===== config.mk =====
export PLATFORM = sky130hd
export DESIGN_NAME = wcc_queue
export DESIGN_NICKNAME = d
export VERILOG_FILES = /design/src/sv/wcc_pkg.sv /design/src/sv/wcc_queue.sv
export SDC_FILE = /design/constraint.sdc
export NUM_CORES = 1
export LEC_CHECK = 0
export BUFFER_PORTS_ARGS = -buffer_cell sky130_fd_sc_hd__buf_2
export CAP_MARGIN = 20
export CORE_MARGIN = 2
export CORE_UTILIZATION = 45
export CTS_CLUSTER_SIZE = 8
export DETAILED_ROUTE_END_ITERATION = 16
export MAX_ROUTING_LAYER = met4
export PLACE_DENSITY_LB_ADDON = 0.1
export SKIP_CTS_REPAIR_TIMING = 1
export SLEW_MARGIN = 25
export SYNTH_ARGS = -nofsm -noshare
export SYNTH_HDL_FRONTEND = slang
export SYNTH_SLANG_ARGS = --single-unit

===== constraint.sdc =====
create_clock -name i_clk -period 4 [get_ports i_clk]
set_input_delay 0.2 -clock i_clk [delete_from_list [all_inputs] [get_ports i_clk]]
set_output_delay 0.2 -clock i_clk [all_outputs]
set_load 0.03 [all_outputs]

===== src/sv/wcc_pkg.sv =====
`timescale 1ns / 1ps
// ----------------------------------------------------------------------------
// wcc_pkg
// Shared types and constants of the windowed co-occurrence counter.
// ----------------------------------------------------------------------------
package wcc_pkg;

    // default sizes
    localparam int DEF_VOCAB_SIZE  = 1024;
    localparam int DEF_MAX_BUCKETS = 64;
    localparam int DEF_MAX_WINDOW  = 8;
    localparam int DEF_COUNT_WIDTH = 32;

    // fixed field widths
    localparam int WORD_W   = 10;
    localparam int HASH_W   = 32;
    localparam int RBKT_W   = 6;
    localparam int BUCKET_W = 7;
    localparam int WIN_W    = 4;
    localparam int VALUE_W  = 32;
    localparam int CFG_IDX_W  = 1;
    localparam int CFG_DATA_W = 7;

    // register reset values
    localparam logic [WIN_W-1:0]    WINDOW_RST  = 4'd5;
    localparam logic [BUCKET_W-1:0] BUCKETS_RST = 7'd64;

    // register indexes
    localparam logic [CFG_IDX_W-1:0] CFG_WINDOW  = 1'b0;
    localparam logic [CFG_IDX_W-1:0] CFG_BUCKETS = 1'b1;

    // command codes
    localparam logic CMD_PUSH = 1'b0;
    localparam logic CMD_READ = 1'b1;

    // hash reduction: bits retired per cycle and step count
    localparam int DIV_BITS  = 4;
    localparam int DIV_STEPS = HASH_W / DIV_BITS;
    localparam int DIV_CNT_W = $clog2(DIV_STEPS);

    // depth of the queue between front and back
    localparam int QUEUE_DEPTH = 2;

    // classified command handed from front to back
    typedef struct packed {
        logic                is_read;
        logic                sent_start;
        logic                row_ok;
        logic                rd_err;
        logic [WORD_W-1:0]   word;
        logic [BUCKET_W-1:0] bucket;
    } t_op;

endpackage


===== src/sv/wcc_queue.sv =====
`timescale 1ns / 1ps
// ----------------------------------------------------------------------------
// wcc_queue
// Short first-in first-out queue of classified commands.
// ----------------------------------------------------------------------------
module wcc_queue
    import wcc_pkg::*;
(
    input  logic i_clk,
    input  logic i_rst_n,
    input  logic i_push,
    input  t_op  i_op,
    input  logic i_pop,
    output logic o_full,
    output logic o_empty,
    output t_op  o_op
);

    localparam int PTR_W = (QUEUE_DEPTH > 1) ? $clog2(QUEUE_DEPTH) : 1;
    localparam int CNT_W = $clog2(QUEUE_DEPTH + 1);

    t_op              r_slots [QUEUE_DEPTH];
    logic [PTR_W-1:0] r_wr_ptr;
    logic [PTR_W-1:0] r_rd_ptr;
    logic [CNT_W-1:0] r_count;
    logic             w_wr;
    logic             w_rd;

    assign o_full  = (r_count == CNT_W'(QUEUE_DEPTH));
    assign o_empty = (r_count == '0);
    assign w_wr    = i_push && !o_full;
    assign w_rd    = i_pop && !o_empty;
    assign o_op    = r_slots[r_rd_ptr];

    // pointers and fill level
    always_ff @(posedge i_clk) begin
        if (!i_rst_n) begin
            r_wr_ptr <= '0;
            r_rd_ptr <= '0;
            r_count  <= '0;
        end else begin
            if (w_wr) begin
                r_wr_ptr <= (r_wr_ptr == PTR_W'(QUEUE_DEPTH - 1)) ? '0 : r_wr_ptr + 1'b1;
            end
            if (w_rd) begin
                r_rd_ptr <= (r_rd_ptr == PTR_W'(QUEUE_DEPTH - 1)) ? '0 : r_rd_ptr + 1'b1;
            end
            if (w_wr && !w_rd) begin
                r_count <= r_count + 1'b1;
            end else if (w_rd && !w_wr) begin
                r_count <= r_count - 1'b1;
            end
        end
    end

    // storage
    always_ff @(posedge i_clk) begin
        if (w_wr) begin
            r_slots[r_wr_ptr] <= i_op;
        end
    end

endmodule


==> impl_metrics.ini <==
[global_route]
grt_pass1_vias = 944
grt_start_max_net_pins = 23
gr-total-overflow = 0
grt_pass1_wl_mm = 4.02
grt_antenna_before_repair = 0
grtUsageTotal_pct = 13.4

[timing]
skew_ps = 5.51
fmax_ghz = 0.497
grt_setup_unrepaired = no
drv_slew = 0
period_needed_ps = 2010
relSlewSlack_pct = 36.1
layout_setup_ws_ps = 1990
finalSetupViolCount = 0
final_hold_viol_count = 0
worst_pin_slew_ps = 958
tns_ps = 0
period_share_pct = 50.3

[setup_path]
timing.rr.end = r_slots[1][17]
crit_cells = 2
r2r_cells = 2
crit_buf_inv = 1
r2r_start = r_count[0]
slowest_delay_ps = 920
cp_max_fo = 21
r2r_slack_ps = 2220
cpMaxStageDelayCell = dfxtp_1
critical_path_class = flop to output port
worstPathRequired_ps = 3800
critPathArrivalTime_ps = 1810
path_cells = mux2_2 -> buf_2
endpoint_kind = output port
path_delay_family = flip-flops
start_kind = flop

[cts]
clockBufferDepth = 2
clk_latency_ps = 290
cts-root-buf = clkbuf_8
cts_buffers = 5
path_clk_slew_ps = 80
cts_tree = yes
htreeDepth = 2
cts_sinks = 47

[synth]
syn_nets = 116
syn_avg_cell_area_um2 = 19.4
synth_seq_cells = 47
yosysWarnings = 0
ys_seq_area_share_pct = 78.2
synth_area_um2 = 1740
ys_types = 20
synth_cells = 90

[drt]
drt_iter0_drc = 34
routed-via-count = 908
drcViolationCount = 0
wl_per_cell_um = 13.5
ant_nets = 0
vias_per_cell = 4.75
drt_wl_total_mm = 2.58
drtPass1Iterations = 3

[run_status]
status = finished, final reports clean

[hold_path]
min-delay-start = i_op[9]
min_path_type = input pin to flop
holdPathStages = 1
min_to = r_slots[1][9]

[die]
ioPinCount = 48
initial_core_util_pct = 47.2
dieArea_um2 = 4380
coreArea_um2 = 3690
die_y_um = 66.2
die_w_um = 66.2
rows = 22

[place]
io_buffers = 47
place_inst = 183
post-dp-hpwl_mm = 1.77
gp_congestion = 0.673
pre_cts_ws_ps = 2120
post_dp_cell_area_um2 = 2030

[run]
drv_cap = 0

[layout]
layoutNonFillerInstCount = 191
syn_to_final_growth_pct = 23.5
layout.nets = 169
diodes = 0
final_area_um2 = 2150
layout-drive-gt1-share_pct = 53.8

[pwr]
peakVddDrop_uv = 374
leakagePower_nw = 0.817
cellPowerDensity_nw_per_um2 = 676
power.total_mw = 1.45
## where the power goes
| part | switching (mW) | total (mW) | internal [mW] |
|---|---|---|---|
| Sequential | 0.0531 | 0.673 | 0.620 |
| Combinational | 0.280 | 0.460 | 0.181 |
| Clock | 0.137 | 0.320 | 0.183 |
## Yosys cell counts
cell type | count | area, um^2
a21boi_0 | 1 | 7.51
a21boi_1 | 1 | 7.51
and2_1 | 3 | 18.8
and3_1 | 1 | 6.26
buf_2 | 2 | 10.0
dfxtp_1 | 5 | 100
edfxtp_1 | 42 | 1260
ha_1 | 1 | 12.5
inv_1 | 1 | 3.75
inv_2 | 1 | 3.75
mux2_2 | 21 | 236
nand2b_1 | 1 | 6.26
nor2_1 | 2 | 7.51
nor3_2 | 1 | 10.0
o21a_1 | 1 | 7.51
o21ai_0 | 1 | 5.00
o21ai_1 | 1 | 5.00
or3_1 | 1 | 6.26
xnor2_1 | 2 | 17.5
xor2_1 | 1 | 8.76
## worst max-delay path by stage
stage | from | to | slack, ps
5_1_grt | flop | o_op[17] | 1840
4_1_cts | flop | o_op[6] | 1910
6_report | flop | o_op[6] | 1990
3_3_place_gp | r_count[0] | r_slots[0][2] | 2200
3_5_place_dp | r_count[0] | r_slots[0][8] | 2120
2_1_floorplan | r_count[0] | r_slots[0][0] | 2070
## area by class of cell
| cell class | count | area, um^2 |
|---|---|---|
| Clock buffer | 6 | 72.6 |
| Multi-Input combinational cell | 39 | 369 |
| Tap cell | 48 | 60.1 |
| Inverter | 2 | 7.51 |
| Sequential cell | 47 | 1360 |
| Timing Repair Buffer | 48 | 250 |
| Fill cell | 313 | 1540 |
| Clock inverter | 1 | 30.0 |
## layer usage
| metal | track usage (%) | wire, um | vias to the layer above |
|---|---|---|---|
| met1 | 13.4 | 994 | 433 |
| met4 | 4.59 | 34 | 0 |
| met3 | 5.96 | 155 | 4 |
| met2 | 23.0 | 1400 | 27 |
| li1 | - | - | 444 |
| met5 | - | 0 | - |
## placed cells by master, fill, tap and decap left out
| cell type | count |
|---|---|
| or3_1 | 1 |
| o21ai_0 | 1 |
| a21boi_1 | 1 |
| nor3_4 | 1 |
| clkbuf_1 | 1 |
| xnor2_1 | 2 |
| nand2b_1 | 1 |
| ha_1 | 1 |
| xor2_1 | 1 |
| buf_8 | 1 |
| buf_2 | 47 |
| and2_1 | 3 |
| clkbuf_8 | 5 |
| inv_2 | 1 |
| mux2_2 | 21 |
| inv_1 | 1 |
| edfxtp_1 | 42 |
| o21ai_1 | 1 |
| and3_1 | 1 |
| bufinv_16 | 1 |
| dfxtp_1 | 5 |
| nor2_1 | 2 |
| a21boi_0 | 1 |
| o21a_1 | 1 |
## kinds of logic after synthesis
family	count (synthesis)	share of synthesized area, %
flip-flops	47	78.2
XOR/XNOR	3	1.51
adder cells (fa/ha/maj)	1	0.718
buffers and inverters	4	1.01
multiplexers	21	13.6
AND/OR/NAND/NOR	9	3.16
AO/OA/AOI/OAI	5	1.87
## stage by stage
| stage | util, % | hold slack (ps) |
|---|---|---|
| after CTS | 57.9 | 85.5 |
| after global placement | 55.1 | 390 |
| after detailed placement | 55.1 | 392 |
| after global routing | 58.3 | 79.2 |
| after floorplan | - | 299 |
| final | 58.3 | 94.0 |
## flip-flops by register name, indices dropped and copies added, names as in the netlist, named ones only
signal	flops
r_rd_ptr	1
r_slots	42
r_wr_ptr	1
r_count	2
Note: power is estimated with default switching activity, not from simulation.
