`src/sv/wcc_pkg.sv`:
```
`timescale 1ns / 1ps
// ----------------------------------------------------------------------------
// wcc_pkg
// Shared types and constants of the windowed co-occurrence counter.
// ----------------------------------------------------------------------------
package wcc_pkg;

    // default sizes
    localparam int DEF_VOCAB_SIZE  = 1024;
    localparam int DEF_MAX_BUCKETS = 64;
    localparam int DEF_MAX_WINDOW  = 8;
    localparam int DEF_COUNT_WIDTH = 32;

    // fixed field widths
    localparam int WORD_W   = 10;
    localparam int HASH_W   = 32;
    localparam int RBKT_W   = 6;
    localparam int BUCKET_W = 7;
    localparam int WIN_W    = 4;
    localparam int VALUE_W  = 32;
    localparam int CFG_IDX_W  = 1;
    localparam int CFG_DATA_W = 7;

    // register reset values
    localparam logic [WIN_W-1:0]    WINDOW_RST  = 4'd5;
    localparam logic [BUCKET_W-1:0] BUCKETS_RST = 7'd64;

    // register indexes
    localparam logic [CFG_IDX_W-1:0] CFG_WINDOW  = 1'b0;
    localparam logic [CFG_IDX_W-1:0] CFG_BUCKETS = 1'b1;

    // command codes
    localparam logic CMD_PUSH = 1'b0;
    localparam logic CMD_READ = 1'b1;

    // hash reduction: bits retired per cycle and step count
    localparam int DIV_BITS  = 4;
    localparam int DIV_STEPS = HASH_W / DIV_BITS;
    localparam int DIV_CNT_W = $clog2(DIV_STEPS);

    // depth of the queue between front and back
    localparam int QUEUE_DEPTH = 2;

    // classified command handed from front to back
    typedef struct packed {
        logic                is_read;
        logic                sent_start;
        logic                row_ok;
        logic                rd_err;
        logic [WORD_W-1:0]   word;
        logic [BUCKET_W-1:0] bucket;
    } t_op;

endpackage

```
`src/sv/wcc_front.sv`:
```
`timescale 1ns / 1ps
// ----------------------------------------------------------------------------
// wcc_front
// Takes commands, reduces the hash of a push modulo the bucket count and
// classifies range errors, then hands the command to the queue.
// ----------------------------------------------------------------------------
module wcc_front
    import wcc_pkg::*;
#(
    parameter int VOCAB_SIZE = DEF_VOCAB_SIZE
) (
    input  logic                i_clk,
    input  logic                i_rst_n,
    input  logic                i_accept,
    input  logic                i_cmd,
    input  logic                i_sentence_start,
    input  logic [WORD_W-1:0]   i_word_id,
    input  logic [HASH_W-1:0]   i_word_hash,
    input  logic [RBKT_W-1:0]   i_read_bucket,
    input  logic [BUCKET_W-1:0] i_nb,
    input  logic                i_q_full,
    output logic                o_busy,
    output logic                o_q_push,
    output t_op                 o_q_op
);

    localparam logic [1:0] F_IDLE = 2'd0;
    localparam logic [1:0] F_DIV  = 2'd1;
    localparam logic [1:0] F_PUSH = 2'd2;

    logic [1:0]           r_state, n_state;
    logic [DIV_CNT_W-1:0] r_step;
    logic [HASH_W-1:0]    r_dividend;
    logic [BUCKET_W-1:0]  r_rem;
    logic [BUCKET_W-1:0]  n_rem;
    t_op                  r_op;
    logic                 w_row_ok;

    assign w_row_ok = (32'(i_word_id) < VOCAB_SIZE);

    // restoring remainder, several hash bits per cycle
    always_comb begin
        logic [BUCKET_W:0] v_part;
        n_rem = r_rem;
        for (int k = 0; k < DIV_BITS; k++) begin
            v_part = {n_rem, r_dividend[HASH_W-1-k]};
            if (v_part >= {1'b0, i_nb}) begin
                v_part = v_part - {1'b0, i_nb};
            end
            n_rem = v_part[BUCKET_W-1:0];
        end
    end

    // state transitions
    always_comb begin
        n_state = r_state;
        unique case (r_state)
            F_IDLE: begin
                if (i_accept) begin
                    n_state = (i_cmd == CMD_READ) ? F_PUSH : F_DIV;
                end
            end
            F_DIV: begin
                if (r_step == DIV_CNT_W'(DIV_STEPS - 1)) begin
                    n_state = F_PUSH;
                end
            end
            F_PUSH: begin
                if (!i_q_full) begin
                    n_state = F_IDLE;
                end
            end
            default: n_state = F_IDLE;
        endcase
    end

    always_ff @(posedge i_clk) begin
        if (!i_rst_n) begin
            r_state <= F_IDLE;
        end else begin
            r_state <= n_state;
        end
    end

    // datapath
    always_ff @(posedge i_clk) begin
        if (r_state == F_IDLE && i_accept) begin
            r_op.is_read    <= (i_cmd == CMD_READ);
            r_op.sent_start <= i_sentence_start;
            r_op.row_ok     <= w_row_ok;
            r_op.rd_err     <= !w_row_ok || ({1'b0, i_read_bucket} >= i_nb);
            r_op.word       <= i_word_id;
            r_op.bucket     <= {1'b0, i_read_bucket};
            r_dividend      <= i_word_hash;
            r_rem           <= '0;
            r_step          <= '0;
        end else if (r_state == F_DIV) begin
            r_dividend <= r_dividend << DIV_BITS;
            r_rem      <= n_rem;
            r_step     <= r_step + 1'b1;
            if (r_step == DIV_CNT_W'(DIV_STEPS - 1)) begin
                r_op.bucket <= n_rem;
            end
        end
    end

    assign o_busy   = (r_state != F_IDLE);
    assign o_q_push = (r_state == F_PUSH) && !i_q_full;
    assign o_q_op   = r_op;

endmodule

```
`config.mk`:
```
export PLATFORM = sky130hd
export DESIGN_NAME = wcc_front
export DESIGN_NICKNAME = d
export VERILOG_FILES = /design/src/sv/wcc_pkg.sv /design/src/sv/wcc_front.sv
export SDC_FILE = /design/constraint.sdc
export NUM_CORES = 1
export LEC_CHECK = 0
export BUFFER_PORTS_ARGS = -buffer_cell sky130_fd_sc_hd__clkbuf_2
export CAP_MARGIN = 20
export CORE_MARGIN = 2
export CORE_UTILIZATION = 55
export CTS_BUF_LIST = sky130_fd_sc_hd__clkbuf_4 sky130_fd_sc_hd__clkbuf_8
export CTS_CLUSTER_DIAMETER = 120
export DETAILED_ROUTE_END_ITERATION = 8
export HOLD_SLACK_MARGIN = 0.05
export PLACE_DENSITY = 0.8
export REMOVE_ABC_BUFFERS = 1
export SYNTH_ARGS = -nofsm -noshare
export SYNTH_HDL_FRONTEND = slang
export SYNTH_SLANG_ARGS = --single-unit
```
`constraint.sdc`:
```
create_clock -name i_clk -period 11 [get_ports i_clk]
set_input_delay 2.2 -clock i_clk [delete_from_list [all_inputs] [get_ports i_clk]]
set_output_delay 2.2 -clock i_clk [all_outputs]
set_load 0.02 [all_outputs]
```
==> reports/qor.yml, run 1 <==
yosys:
  synthXorXnorAreaFrac_pct: 2.94
  yosys.area_share.simple_pct: 18.2
  synth_edf_count: 51
  synthArstFlopShare_pct: 0
  yosysWarnings: 0
  yosysUniqueCellTypes: 55
  synth_compound_area_share_pct: 13.6
  yosysSeqAreaShare_pct: 43.0
  synth_area_leader_cell: "edfxtp_1"
  synthMuxAreaShare_pct: 5.47
  syn-cell-area_um2: 4170
  synth_fa_ha_area_share_pct: 12.7
  avgSynthCellArea_um2: 9.69
  synth_flop_cell: "edfxtp_1"
  synth_top_area_share_pct: 36.8
  synth_area_leaders: "edfxtp_1, ha_1, nand2_1, dfxtp_1, mux2_2"
  synth_top_family_by_area: "simple AND/OR/NAND/NOR gates"
  ys_ff_latch: 64
  synth_cells: 430
global_route:
  grt_pass1_wl_mm: 15.4
  grt_pass1_vias: 3471
  overflow: 0
  antenna_found_initial: 0
  grt_util_all_layers_pct: 23.0
  grt_max_degree: 46
power_and_ir_drop:
  pwr-share-comb_pct: 70.1
  power.internal_w: 0.00102
  p_seq_share_pct: 19.3
  swShare_pct: 44.7
  p_leak_nw: 2.28
  ir_drop_mv: 0.228
  p_clk_share_pct: 10.6
  p_sw_w: 0.000820
  power_density_nw_per_um2: 379
  total_power_w: 0.00184
route:
  drt_iter0_drc: 229
  drc: 0
  vias: 3402
  routedWlPerCell_um: 15.2
  drt-total-wl_mm: 9.37
  drtAntennaViolNets: 0
  firstDrtPassIters: 4
  via_per_inst: 5.52
min_path:
  min_path_type: "reg -> reg"
  min_path_cells: 2
  min_from: "o_q_op[6]"
  min_to: "o_q_op[6]"
die:
  core_area_um2: 7290
  initial_core_util_pct: 57.1
  fp-row-count: 31
  dieArea_um2: 8290
  die_y_um: 91.0
  ios: 84
  fp.dieW_um: 91.0
sta:
  max_freq_ghz: 0.102
  worstMarginPinSlew_ps: 657
  clock_skew_ps: 7.55
  slew_headroom_pct: 56.2
  hold_violations: 0
  tns_ps: 0
  final.min_clock_period_ps: 9850
  rsz0062_at_grt: "no"
  fin_crit_sh_pct: 89.5
  setup_viol: 0
  drv_slew: 0
placed_design:
  io_buffers: 82
  gp_congestion: 0.891
  dp_hpwl_mm: 7.09
setup_path:
  reg2reg_depth: 34
  cp-end-kind: "flip-flop"
  path_buf_inv: 2
  required_ps: 11080
  start_kind: "input pin"
  critical-path-top-delay-family: "compound AO/OA/AOI/OAI gates"
  crit_path_top_delay_cell: "fa_1"
  r2r_end: "o_q_op[2]"
  crit_type: "in -> reg"
  worstReg2RegStart: "r_dividend[31]"
  cpPeakStageDelay_ps: 520
  cp_max_fo: 8
  r2r_slack_ps: 2740
  cp.arrival_ps: 9930
clocking:
  clock_latency_ps: 340
  htree_levels: 3
  post_cts_resized: 0
  cts_buffers: 9
  path_clk_slew_ps: 70
  cts_root_buf: "clkbuf_8"
  cts_setup_buffers: 0
  clkSinkCount: 64
  clockBufferDepth: 2
  hold_buffers: 0
  cts_tree: "built"
final_layout:
  num-fill-cells: 620
  most-common-layout-cells: "nand2_1, clkbuf_2, edfxtp_1"
  final_common_cell: "nand2_1"
  drive_above_1_share_pct: 23.6
  n_antenna_cell: 0
  layout-area-overhead-vs-synth_pct: 16.2
  layout.nets: 613
status:
  status: "completed"
run:
  cap_violations: 0
-- logic make-up after synthesis --
kind of cell               after synthesis
xor gates and xnor gates                14
AOI/OAI and AO/OA                       84
adders and majority gates               40
other                                    1
muxes                                   21
buffers and inverters                   38
and+or+nand+nor                        168
DFF                                     64
-- synthesized netlist by cell type, drive strengths merged (10+ instances only) --
cell type  instances
nor2              18
nor2b             10
o21ai             26
dfxtp             13
a21oi             20
a21o              10
mux2              11
mux2i             10
inv               22
ha                36
xnor2             11
edfxtp            51
nand2            103
-- cell type report --
cell class | count | area, um^2 | area share (%)
clock buffers | 10 | 131 | 2.71
clock inverters | 6 | 60.1 | 1.24
inverters | 24 | 90.1 | 1.86
multi-input cells | 328 | 2210 | 45.7
flip-flops and latches | 64 | 1790 | 37.0
well taps | 99 | 124 | 2.56
repair buffers | 85 | 433 | 8.94
-- state kept, by name, indices dropped and copies added, names as in the netlist --
| register | flops |
|---|---|
| o_q_op | 20 |
| r_dividend | 32 |
| r_rem | 7 |
| r_state | 2 |
| r_step | 3 |
-- power groups by stage --
stage	Combinational, W	Clock (W)	Sequential [W]
floorplan	0.000994	0	0.000370
global placement	0.00122	0	0.000356
detailed placement	0.00126	0	0.000358
CTS	0.00127	0.000198	0.000353
global route	0.00140	0.000208	0.000355
finish	0.00129	0.000195	0.000353
-- through the flow --
step                cell area (um^2)  hold slack (ps)  util (%)  std cells  setup slack (ps)
floorplan                       4090              440         -        416              1790
global placement                4650              450      63.8        600              1120
detailed placement              4650              461      63.8        600               897
CTS                             4840              475      66.4        616              1250
global route                    4840              506      66.4        616               549
finish                          4840              472      66.4        616              1150
-- tightest hold or removal path: cells and delay by family (launching register included) --
family	cells	cell delay [ps]
flip-flops	1	310
AND/OR/NAND/NOR	1	60
AO/OA/AOI/OAI	1	50
-- per-layer routing --
metal	track usage [%]	routed length (um)	part of all wire (%)
met5	0	0	0
met2	38.5	4610	49
met1	28.4	3970	42
met4	11.9	256	2.7
met3	4.40	531	5.7
-- worst max path at each step --
stage	start	to	slack [ps]	cells past startpoint
floorplan	i_nb[1]	o_q_op[0]	1790	32
global placement	i_nb[1]	o_q_op[0]	1120	33
detailed placement	i_nb[1]	o_q_op[5]	900	33
CTS	i_nb[1]	o_q_op[5]	1250	33
global route	i_nb[1]	o_q_op[5]	550	32
finish	i_nb[1]	o_q_op[2]	1150	33
(Power assumes the default switching activity.)
==> run 2, diff against run 1 <==
--- a/config.mk
+++ b/config.mk
@@ -7,7 +7,7 @@
 export LEC_CHECK = 0
 export BUFFER_PORTS_ARGS = -buffer_cell sky130_fd_sc_hd__clkbuf_2
 export CAP_MARGIN = 20
-export CORE_MARGIN = 2
+export CORE_MARGIN = 5
 export CORE_UTILIZATION = 55
 export CTS_BUF_LIST = sky130_fd_sc_hd__clkbuf_4 sky130_fd_sc_hd__clkbuf_8
 export CTS_CLUSTER_DIAMETER = 120
@@ -15,6 +15,7 @@
 export HOLD_SLACK_MARGIN = 0.05
 export PLACE_DENSITY = 0.8
 export REMOVE_ABC_BUFFERS = 1
+export SLEW_MARGIN = 10
 export SYNTH_ARGS = -nofsm -noshare
 export SYNTH_HDL_FRONTEND = slang
 export SYNTH_SLANG_ARGS = --single-unit
==> constraint.sdc (replaced) <==
create_clock -name i_clk -period 11 [get_ports i_clk]
set_input_delay 0.55 -clock i_clk [delete_from_list [all_inputs] [get_ports i_clk]]
set_output_delay 0.55 -clock i_clk [all_outputs]
set_load 0.02 [all_outputs]
==> reports/qor.yml, run 2 (synthesized netlist as in run 1, its figures left out) <==
status:
  status: "completed"
power_and_ir_drop:
  ir_drop_mv: 0.303  # +33%
  p_clk_share_pct: 9.5  # -1.1 points
  p_sw_w: 0.000812  # -0.98%
  pwr-share-comb_pct: 71.0  # +0.9 points
  swShare_pct: 45.1  # +0.40 points
  total_power_w: 0.00180  # -1.9%
  power.internal_w: 0.000989  # -2.6%
  power_density_nw_per_um2: 374  # -1.3%
  p_seq_share_pct: 19.6  # +0.3 points
  p_leak_nw: 2.26  # -0.88%
setup_path:
  crit_path_top_delay_cell: "fa_1"
  cp.arrival_ps: 8470  # -1460 ps
  required_ps: 11060  # -20 ps
  cp_max_fo: 8  # unchanged
  cpPeakStageDelay_ps: 490  # -30 ps
  crit_type: "reg -> reg"
  critPathCapture: "o_q_op[3]"
  worstReg2RegStart: "r_dividend[31]"
  crit_path_frequent_cell: "a21oi_1"
  r2r_end: "o_q_op[3]"
  start_kind: "flip-flop"
  reg2reg_depth: 33  # -2.9%
  cp-end-kind: "flip-flop"
  startpoint: "r_dividend[31]"
  r2r_slack_ps: 2580  # -160 ps
route:
  drt_iter0_drc: 137  # -40%
  vias: 3425  # +0.68%
  drt-total-wl_mm: 9.92  # +5.9%
  via_per_inst: 5.56  # +0.68%
  firstDrtPassIters: 5  # +1
  drc: 0  # unchanged
  drtAntennaViolNets: 0  # unchanged
  routedWlPerCell_um: 16.1  # +5.9%
final_layout:
  largest_register_ffs: 32  # unchanged
  drive_above_1_share_pct: 22.8  # -0.77 points
  multiInputGateArea_um2: 2210  # unchanged
  seq_area_um2: 1790  # unchanged
  most-common-layout-cells: "nand2_1, clkbuf_2, edfxtp_1"
  n_antenna_cell: 0  # unchanged
  layout-area-overhead-vs-synth_pct: 15.5
  num-fill-cells: 578  # -6.8%
  regMostFlops: "r_dividend"
  final_common_cell: "nand2_1"
  layout.nets: 613  # unchanged
sta:
  slew_headroom_pct: 49.7  # -6.5 points
  drv_slew: 0  # unchanged
  rsz0062_at_grt: "no"
  setup_viol: 0  # unchanged
  worstMarginPinSlew_ps: 750  # +93.2 ps
  layout_setup_ws_ps: 2580  # +1430 ps
  fin_crit_sh_pct: 76.5  # -13 points
  tns_ps: 0  # unchanged
  max_freq_ghz: 0.119  # +17%
  clock_skew_ps: 10.9  # +3.38 ps
  hold_violations: 0  # unchanged
  final.min_clock_period_ps: 8420  # -1430 ps
clocking:
  cts_buffers: 9  # unchanged
  post_cts_resized: 0  # unchanged
  path_clk_slew_ps: 70  # about the same
  cts_tree: "built"
  htree_levels: 3  # unchanged
  cts_root_buf: "clkbuf_8"
  clock_latency_ps: 330  # about the same
  hold_buffers: 0  # unchanged
  cts_setup_buffers: 0  # unchanged
  clockBufferDepth: 2  # unchanged
  clkSinkCount: 64  # unchanged
placed_design:
  io_buffers: 82  # unchanged
  pre_cts_ws_ps: 2430  # +1530 ps
  gp_congestion: 0.954  # +7.1%
  dp_hpwl_mm: 7.68  # +8.2%
die:
  die_y_um: 97.0  # +6.6%
  core_area_um2: 7330  # +0.53%
  fp-row-count: 31  # unchanged
  ios: 84  # unchanged
  initial_core_util_pct: 56.8  # -0.30 points
  fp.dieW_um: 97.0  # +6.6%
  dieArea_um2: 9420  # +14%
global_route:
  antenna_found_initial: 0  # unchanged
  overflow: 0  # unchanged
  grt_pass1_vias: 3336  # -3.9%
  grt_util_all_layers_pct: 21.0  # -2.1 points
  grt_pass1_wl_mm: 15.9  # +3.7%
  grt_max_degree: 46  # unchanged
min_path:
  min_path_type: "in -> reg"
run:
  cap_violations: 0  # unchanged
-- run 2: worst max-delay path: cells and delay by family, from the launching register on --
kind | cells | cell delay (ps)
compound gates | 18 | 3850
flops | 1 | 430
mux | 4 | 1180
buf+inv | 2 | 140
fa+ha+maj | 5 | 1720
simple gates | 4 | 810
-- run 2: layout make-up --
| class | instances | area share (%) |
|---|---|---|
| Clock buffer | 9 | 2.57 |
| Clock inverter | 7 | 0.806 |
| Inverter | 24 | 1.87 |
| Multi-Input combinational cell | 328 | 45.9 |
| Sequential cell | 64 | 37.2 |
| Tap cell | 99 | 2.57 |
| Timing Repair Buffer | 85 | 9.00 |
-- run 2: worst min-delay path by stage --
stage / start / endpoint / slack, ps / cells past startpoint
2_1_floorplan: r_step[1] / r_step[1] / 440 / 2
3_3_place_gp: r_step[2] / r_step[2] / 450 / 2
3_5_place_dp: r_step[2] / r_step[2] / 460 / 2
4_1_cts: i_word_id[7] / o_q_op[14] / 370 / 1
5_1_grt: i_word_id[5] / o_q_op[12] / 370 / 1
6_report: i_word_id[7] / o_q_op[14] / 390 / 1
-- run 2: metal layers --
metal  GRT usage, %  wire, um  vias up
li1               -         -     1682
met1           25.8      4150     1589
met2           35.0      4710      139
met3           6.55       884       15
met4           6.48       182        0
met5              0         0        -
-- run 2: through the flow --
| step | hold WS [ps] | cells | instance area (um^2) | utilization [%] |
|---|---|---|---|---|
| after floorplan | 440 | 416 | 4090 | - |
| after global placement | 448 | 600 | 4650 | 63.4 |
| after detailed placement | 458 | 600 | 4650 | 63.4 |
| after CTS | 374 | 616 | 4810 | 65.6 |
| after global routing | 369 | 616 | 4810 | 65.6 |
| final | 391 | 616 | 4810 | 65.6 |
-- run 2: power by group through the flow --
| stage | logic, W | clock network, W | registers (W) |
|---|---|---|---|
| after floorplan | 0.000994 | 0 | 0.000370 |
| after global placement | 0.00121 | 0 | 0.000356 |
| after detailed placement | 0.00125 | 0 | 0.000357 |
| after CTS | 0.00126 | 0.000175 | 0.000352 |
| after global routing | 0.00140 | 0.000187 | 0.000356 |
| final | 0.00128 | 0.000170 | 0.000352 |
==> run 3, diff against run 2 <==
==> constraint.sdc (replaced) <==
create_clock -name i_clk -period 8.8 [get_ports i_clk]
set_input_delay 0.44 -clock i_clk [delete_from_list [all_inputs] [get_ports i_clk]]
set_output_delay 0.44 -clock i_clk [all_outputs]
set_load 0.02 [all_outputs]
==> reports/qor.yml, run 3 (synthesized netlist as in run 1, its figures left out) <==
status:
  status: "completed"
setup_path:
  crit_path_top_delay_cell: "edfxtp_1"
  cp-end-kind: "flip-flop"
  path_buf_inv: 2  # unchanged
  crit_type: "reg -> reg"
  required_ps: 8870  # -2190 ps
  critical-path-top-delay-family: "compound AO/OA/AOI/OAI gates"
  cp_max_fo: 8  # unchanged
  start_kind: "flip-flop"
  cpPeakStageDelay_ps: 470  # -20 ps
  cp.arrival_ps: 8340  # -130 ps
global_route:
  grt_max_degree: 46  # unchanged
  grt_util_all_layers_pct: 21.8  # +0.88 points
  antenna_found_initial: 0  # unchanged
  overflow: 0  # unchanged
  grt_pass1_vias: 3519  # +5.5%
  grt_pass1_wl_mm: 16.7  # +4.6%
route:
  drt_iter0_drc: 161  # +18%
  via_per_inst: 5.52  # -0.76%
  drtAntennaViolNets: 0  # unchanged
  wl_met3_um: 610  # -31%
  routedWlPerCell_um: 16.3  # +1.2%
  drt-total-wl_mm: 10.1  # +1.5%
  firstDrtPassIters: 4  # -1
  vias: 3410  # -0.44%
  route.met2.wl_mm: 4.90  # +4.0%
  drc: 0  # unchanged
  maxUsedRoutingLayer: "met4"
  wl_met1_mm: 4.37  # +5.4%
final_layout:
  regMostFlops: "r_dividend"
  layout.nets: 615  # +0.33%
  most-common-layout-cells: "nand2_1, clkbuf_2, edfxtp_1"
  drive_above_1_share_pct: 24.5  # +1.6 points
  layout-area-overhead-vs-synth_pct: 17.6
  stdcell_area_um2: 4900  # +1.8%
  final_util_pct: 66.8  # +1.2 points
  largest_register_ffs: 32  # unchanged
  final_common_cell: "nand2_1"
  n_antenna_cell: 0  # unchanged
power_and_ir_drop:
  p_seq_share_pct: 18.5  # -1.1 points
  pwr-share-comb_pct: 69.5  # -1.5 points
  power.internal_w: 0.00133  # +34%
  p_leak_nw: 2.30  # +1.9%
  ir_drop_mv: 0.246  # -19%
  power_density_nw_per_um2: 485  # +30%
  p_clk_share_pct: 12.0  # +2.5 points
  p_sw_w: 0.00105  # +29%
  swShare_pct: 44.2  # -0.86 points
placed_design:
  gp_congestion: 0.936  # -2.0%
  pre_cts_ws_ps: 372  # -2060 ps
  io_buffers: 82  # unchanged
  dp_hpwl_mm: 7.70  # +0.30%
  place_area_um2: 4650  # unchanged
sta:
  final.min_clock_period_ps: 8260  # -154 ps
  max_freq_ghz: 0.121  # +1.9%
  layout_setup_ws_ps: 535  # -2050 ps
  slew_headroom_pct: 51.7  # +2.1 points
  tns_ps: 0  # unchanged
  fin_crit_sh_pct: 93.9  # +17 points
  hold_violations: 0  # unchanged
  clock_skew_ps: 11.9  # +0.929 ps
  rsz0062_at_grt: "no"
  drv_slew: 0  # unchanged
  setup_viol: 0  # unchanged
  worstMarginPinSlew_ps: 719  # -31.0 ps
clocking:
  cts_root_buf: "clkbuf_8"
  htree_levels: 3  # unchanged
  path_clk_slew_ps: 70  # about the same
  clkSinkCount: 64  # unchanged
  cts_tree: "built"
  clockBufferDepth: 2  # unchanged
  clock_latency_ps: 350  # +20 ps
  cts_buffers: 9  # unchanged
die:
  ios: 84  # unchanged
  fp.dieW_um: 97.0  # unchanged
  die_y_um: 97.0  # unchanged
  dieArea_um2: 9420  # unchanged
  initial_core_util_pct: 56.8  # unchanged
  fp-row-count: 31  # unchanged
  core_area_um2: 7330  # unchanged
min_path:
  min_path_type: "in -> reg"
run:
  cap_violations: 0  # unchanged
==> run 3: cell types whose count changed in the layout (fill, tap and decap cells not counted), sizes merged <==
cell,change
buf,+2
bufinv,+2
clkbuf,+2
clkinv,-3
clkinvlp,-1
==> run 3: path summary, 6_finish.rpt <==
| check | from | depth (start not counted) | end | slack (ps) |
|---|---|---|---|---|
| worst max-delay path | r_dividend[31] | 34 | o_q_op[3] | 540 |
| worst min register to register | r_step[2] | 2 | r_step[2] | 470 |
| worst min-delay path | i_word_id[4] | 1 | o_q_op[11] | 270 |
| worst max register to register | r_dividend[31] | 34 | o_q_op[3] | 540 |
==> run 3: stage by stage <==
step / hold WS, ps / cells / power [W]
2_1_floorplan: 440 / 416 / 0.00170
3_3_place_gp: 448 / 600 / 0.00197
3_5_place_dp: 462 / 600 / 0.00204
4_1_cts: 253 / 616 / 0.00233
5_1_grt: 260 / 618 / 0.00255
6_report: 268 / 618 / 0.00238
==> run 3: routing by layer <==
layer	GRT usage, %	up-vias
li1	-	1690
met1	28.1	1598
met2	36.3	105
met3	4.96	17
met4	7.24	0
met5	0	-
==> run 3: repair_timing <==
action	4_1_cts	5_1_grt
endpoints found under the setup margin	0	14
hold buffers	0	0
resized for setup	0	3
buffers inserted	0	2
==> run 3: final cells by class <==
class | instances | area (um^2)
Fill cell | 614 | 2430
Multi-Input combinational cell | 328 | 2230
Sequential cell | 64 | 1790
Timing Repair Buffer | 87 | 448
Clock buffer | 11 | 139
Tap cell | 99 | 124
Inverter | 24 | 90.1
Clock inverter | 5 | 81.3
==> run 3: power by group through the flow <==
| stage | clock network [W] | registers, W | logic, W |
|---|---|---|---|
| 6_report | 0.000285 | 0.000441 | 0.00165 |
| 5_1_grt | 0.000302 | 0.000446 | 0.00180 |
| 4_1_cts | 0.000288 | 0.000441 | 0.00160 |
| 3_5_place_dp | 0 | 0.000447 | 0.00159 |
| 3_3_place_gp | 0 | 0.000445 | 0.00152 |
| 2_1_floorplan | 0 | 0.000462 | 0.00124 |
